[src/srbb_ram.sv]
// ----------------------------------------------------------------------------
// srbb_ram: generic single-port synchronous RAM
// One write or one read per cycle; read data is registered.
// ----------------------------------------------------------------------------
module srbb_ram #(
    parameter int WIDTH = 8,
    parameter int DEPTH = 256
) (
    input  logic                     clk,
    input  logic                     we,
    input  logic [$clog2(DEPTH)-1:0] addr,
    input  logic [WIDTH-1:0]         wdata,
    output logic [WIDTH-1:0]         rdata
);

    logic [WIDTH-1:0] mem [DEPTH];

    // Write first port behavior is not relied on; read returns old data.
    always_ff @(posedge clk)
    begin
        if (we)
        begin
            mem[addr] <= wdata;
        end
        rdata <= mem[addr];
    end

endmodule

[config.mk]
export PLATFORM = sky130hd
export DESIGN_NAME = srbb_ram
export DESIGN_NICKNAME = d
export VERILOG_FILES = /design/src/srbb_ram.sv
export SDC_FILE = /design/constraint.sdc
export NUM_CORES = 2
export LEC_CHECK = 0
export BUFFER_PORTS_ARGS = -buffer_cell sky130_fd_sc_hd__buf_4
export CORE_MARGIN = 2
export CORE_UTILIZATION = 55
export CTS_BUF_LIST = sky130_fd_sc_hd__clkbuf_4
export CTS_CLUSTER_SIZE = 28
export DETAILED_ROUTE_END_ITERATION = 8
export PLACE_DENSITY_LB_ADDON = 0.12
export SYNTH_ARGS = -nofsm -noshare
export SYNTH_HDL_FRONTEND = slang
export SYNTH_SLANG_ARGS = --single-unit
[constraint.sdc]
create_clock -name clk -period 2.71 [get_ports clk]
set_input_delay 0.542 -clock clk [delete_from_list [all_inputs] [get_ports clk]]
set_output_delay 0.542 -clock clk [all_outputs]
set_load 0.005 [all_outputs]
==> results_dict.tcl <==
set metrics [dict create \
    yosys.cell_types.count 22 \
    holdWs_ps 176 \
    synthCells 3547 \
    num_vias 41600 \
    hold_class "in2reg" \
    critPathMaxStageDelay_ps 780 \
    clockBufferDepth 4 \
    first_pass_iters 5 \
    hp-start "addr[2]" \
    ir_drop_uv 435 \
    cts_tree "yes" \
    syn_area_per_cell_um2 22.1 \
    yosys_warnings 0 \
    pin_count 26 \
    coreArea_um2 142000 \
    timing.reg2reg.setup_slack_ps 70 \
    post-route-drc-count 0 \
    clock_sinks 2056 \
    grt_overflow 0 \
    clk_latency_ps 1290 \
    dpl.cell_count 5845 \
    p_leak_nw 30.0 \
    start_kind "flip-flop" \
    worst_slew_pin_slew_ps 876 \
    grt.total_usage 0.273 \
    relSlewSlack 0.416 \
    status "finished, final reports clean" \
    r2r-end "rdata[1]" \
    multi_input_area_um2 15800 \
    wl_met2_um 95100 \
    synth-simple-area-share 0.0173 \
    antenna_left 0 \
    cp_common_cell "buf_4" \
    critPathRequiredTime_ps 3830 \
    grt_max_degree 88 \
    clkSlewWorstSetupHoldPaths_ps 80 \
    die_y_um 382 \
    gp_congestion 0.849 \
    avgViaCountPerCell 6.18 \
    dpl_cell_area_um2 85600 \
    synth_top_family_by_area "multiplexers" \
    cts_setup_buffers 0 \
    rr_startpoint "mem[11][1]" \
    drive_gt1_frac 0.403 \
    end_kind "flip-flop" \
    post-dp-hpwl_um 124000 \
    drv_cap 0 \
    cpMaxStageDelayCell "o41ai_2" \
    finalSetupViolations 0 \
    clock_skew_ps 67.4 \
    ys_seq_elements 2056 \
    grt_pass1_wl_um 287000 \
    wl_um 196000 \
    synth_fp_nets 3565 \
    drt_iter0_drc 4737 \
    antenna_found_initial 12 \
    seqCellArea_um2 61700 \
    finish.cell_count_without_fillers 6728 \
    final_common_cell "edfxtp_1" \
    p_per_area_nw_per_um2 685 \
    period_needed_ps 2640 \
    cts-root-buf "clkbuf_4" \
    synth-seq-area-share 0.786 \
    finalCritPeriodShare 0.975 \
    die_area_um2 146000 \
    routedLengthMet1_um 77300 \
    synthMuxAreaShare 0.147 \
    clock.fmax_mhz 378 \
    wl_per_cell_um 29.2 \
    layout_common_cells "2,048 x edfxtp_1, 745 x clkbuf_4, 553 x buf_4" \
    placementRows 138 \
    crit_arrival_ps 3760 \
    nets 4519 \
    critPathMaxFanout 1 \
    whs_path_depth 4 \
    cts_inserted_buffers 530 \
    synthAdderAreaFrac 0 \
    synth_edf_count 2048 \
    synth_flop_cell "edfxtp_1" \
    rsz0062_at_grt "no" \
    maxSlewViolCount 0 \
    tns_ps 0 \
    io_buffers 25 \
    synth_compound_area_frac 0.0362 \
    finalInstanceArea_um2 91900 \
    path_cells "mux4_2 > a22oi_1 > buf_4 > a21oi_1 > o41ai_2 > buf_4 > nand4_1" \
    finalHoldViolCount 0 \
    routed.top_layer "met5" \
    initial_core_util 0.554 \
    final_core_util 0.649 \
    holdPathEnd "mem[163][1]" \
    area_growth_pct 17.1 \
    path_class "reg2reg" \
    die_w_um 382 \
    async_reset_ff_frac 0 \
    synth_xor_area_frac 0 \
    nFillCells 9571 \
    r2r_cells 7 \
    grt_pass1_vias 43100 \
    netlist_area_um2 78500 \
    wl_met3_um 18700 \
    h-tree-depth 6 \
]
through the flow:
stage	setup slack [ps]	total power [mW]
6_report	67.1	63.0
5_1_grt	47.7	65.4
4_1_cts	56.7	63.6
3_5_place_dp	-1100	39.1
3_3_place_gp	-1100	39.0
2_1_floorplan	-50.7	37.3
power by group:
group / internal (mW) / switching, mW / total, mW / leakage (nW)
logic: 1.32 / 1.99 / 3.30 / 7.84
clock network: 12.9 / 11.7 / 24.6 / 3.73
registers: 35.0 / 0.0577 / 35.1 / 18.5
total: 49.2 / 13.7 / 63.0 / 30.0
what timing repair did:
action / 4_1_cts / 5_1_grt
gates resized for setup: 2 / 1
pin swaps: 0 / 0
setup endpoints to repair: 2 / 1
endpoints found under the hold margin: 1048 / 0
hold buffers: 14 / 0
logic make-up (layout without fill, tap and decap cells):
kind of cell           count (synthesis)  in the layout
AOI/OAI and AO/OA                    416            416
buffers and inverters                233           1515
DFF                                 2056           2056
muxes                                512            512
other                                  0              9
and+or+nand+nor                      330            330
flip-flops by register name, summed over array words and instances (netlist names):
signal / count
rdata: 8
mem: 2048
worst max-delay path, delay by kind of cell (launching register included):
kind                   cells  cell delay [ps]
AOI/OAI and AO/OA          3             1140
and+or+nand+nor            1               90
buffers and inverters      2              380
DFF                        1              370
muxes                      1              510
area by class of cell:
class,count,area share
Sequential cell,2056,0.671
Multi-Input combinational cell,1258,0.172
Timing Repair Buffer,654,0.0650
Clock buffer,745,0.0608
Tap cell,1890,0.0257
Clock inverter,115,0.00580
Antenna cell,9,0.000245
Inverter,1,0.0000408
worst max-delay path by stage:
stage,startpoint,end,slack [ps],cells after the start
after floorplan,addr[1],mem[111][0],-50,9
after global placement,addr[0],rdata[4],-1100,10
after detailed placement,addr[0],rdata[4],-1100,10
after CTS,mem[8][4],rdata[4],60,7
after global routing,mem[11][1],rdata[1],50,7
final,mem[11][1],rdata[1],70,7
synthesized netlist by cell type (2+ instances only):
cell type / number / area share
a22oi_1: 256 / 0.024
dfxtp_1: 8 / 0.0020
nor3_1: 30 / 0.0019
nor2_1: 232 / 0.011
nand4_1: 8 / 0.00064
buf_4: 16 / 0.0015
a21oi_1: 128 / 0.0082
nor2b_1: 7 / 0.00056
clkbuf_1: 145 / 0.0069
and2_1: 3 / 0.00024
buf_2: 36 / 0.0023
or2_2: 2 / 0.00016
buf_1: 19 / 0.00091
nand2b_1: 6 / 0.00048
mux4_2: 512 / 0.15
o41ai_1: 32 / 0.0036
nand2_1: 28 / 0.0013
nand3_1: 13 / 0.00083
edfxtp_1: 2048 / 0.78
buf_6: 16 / 0.0023
metal layers:
layer / up-vias / GRT usage
li1: 17300 / -
met1: 21700 / 0.388
met2: 2221 / 0.425
met3: 325 / 0.0620
met4: 4 / 0.0958
met5: - / 0
(Power assumes the default switching activity.)
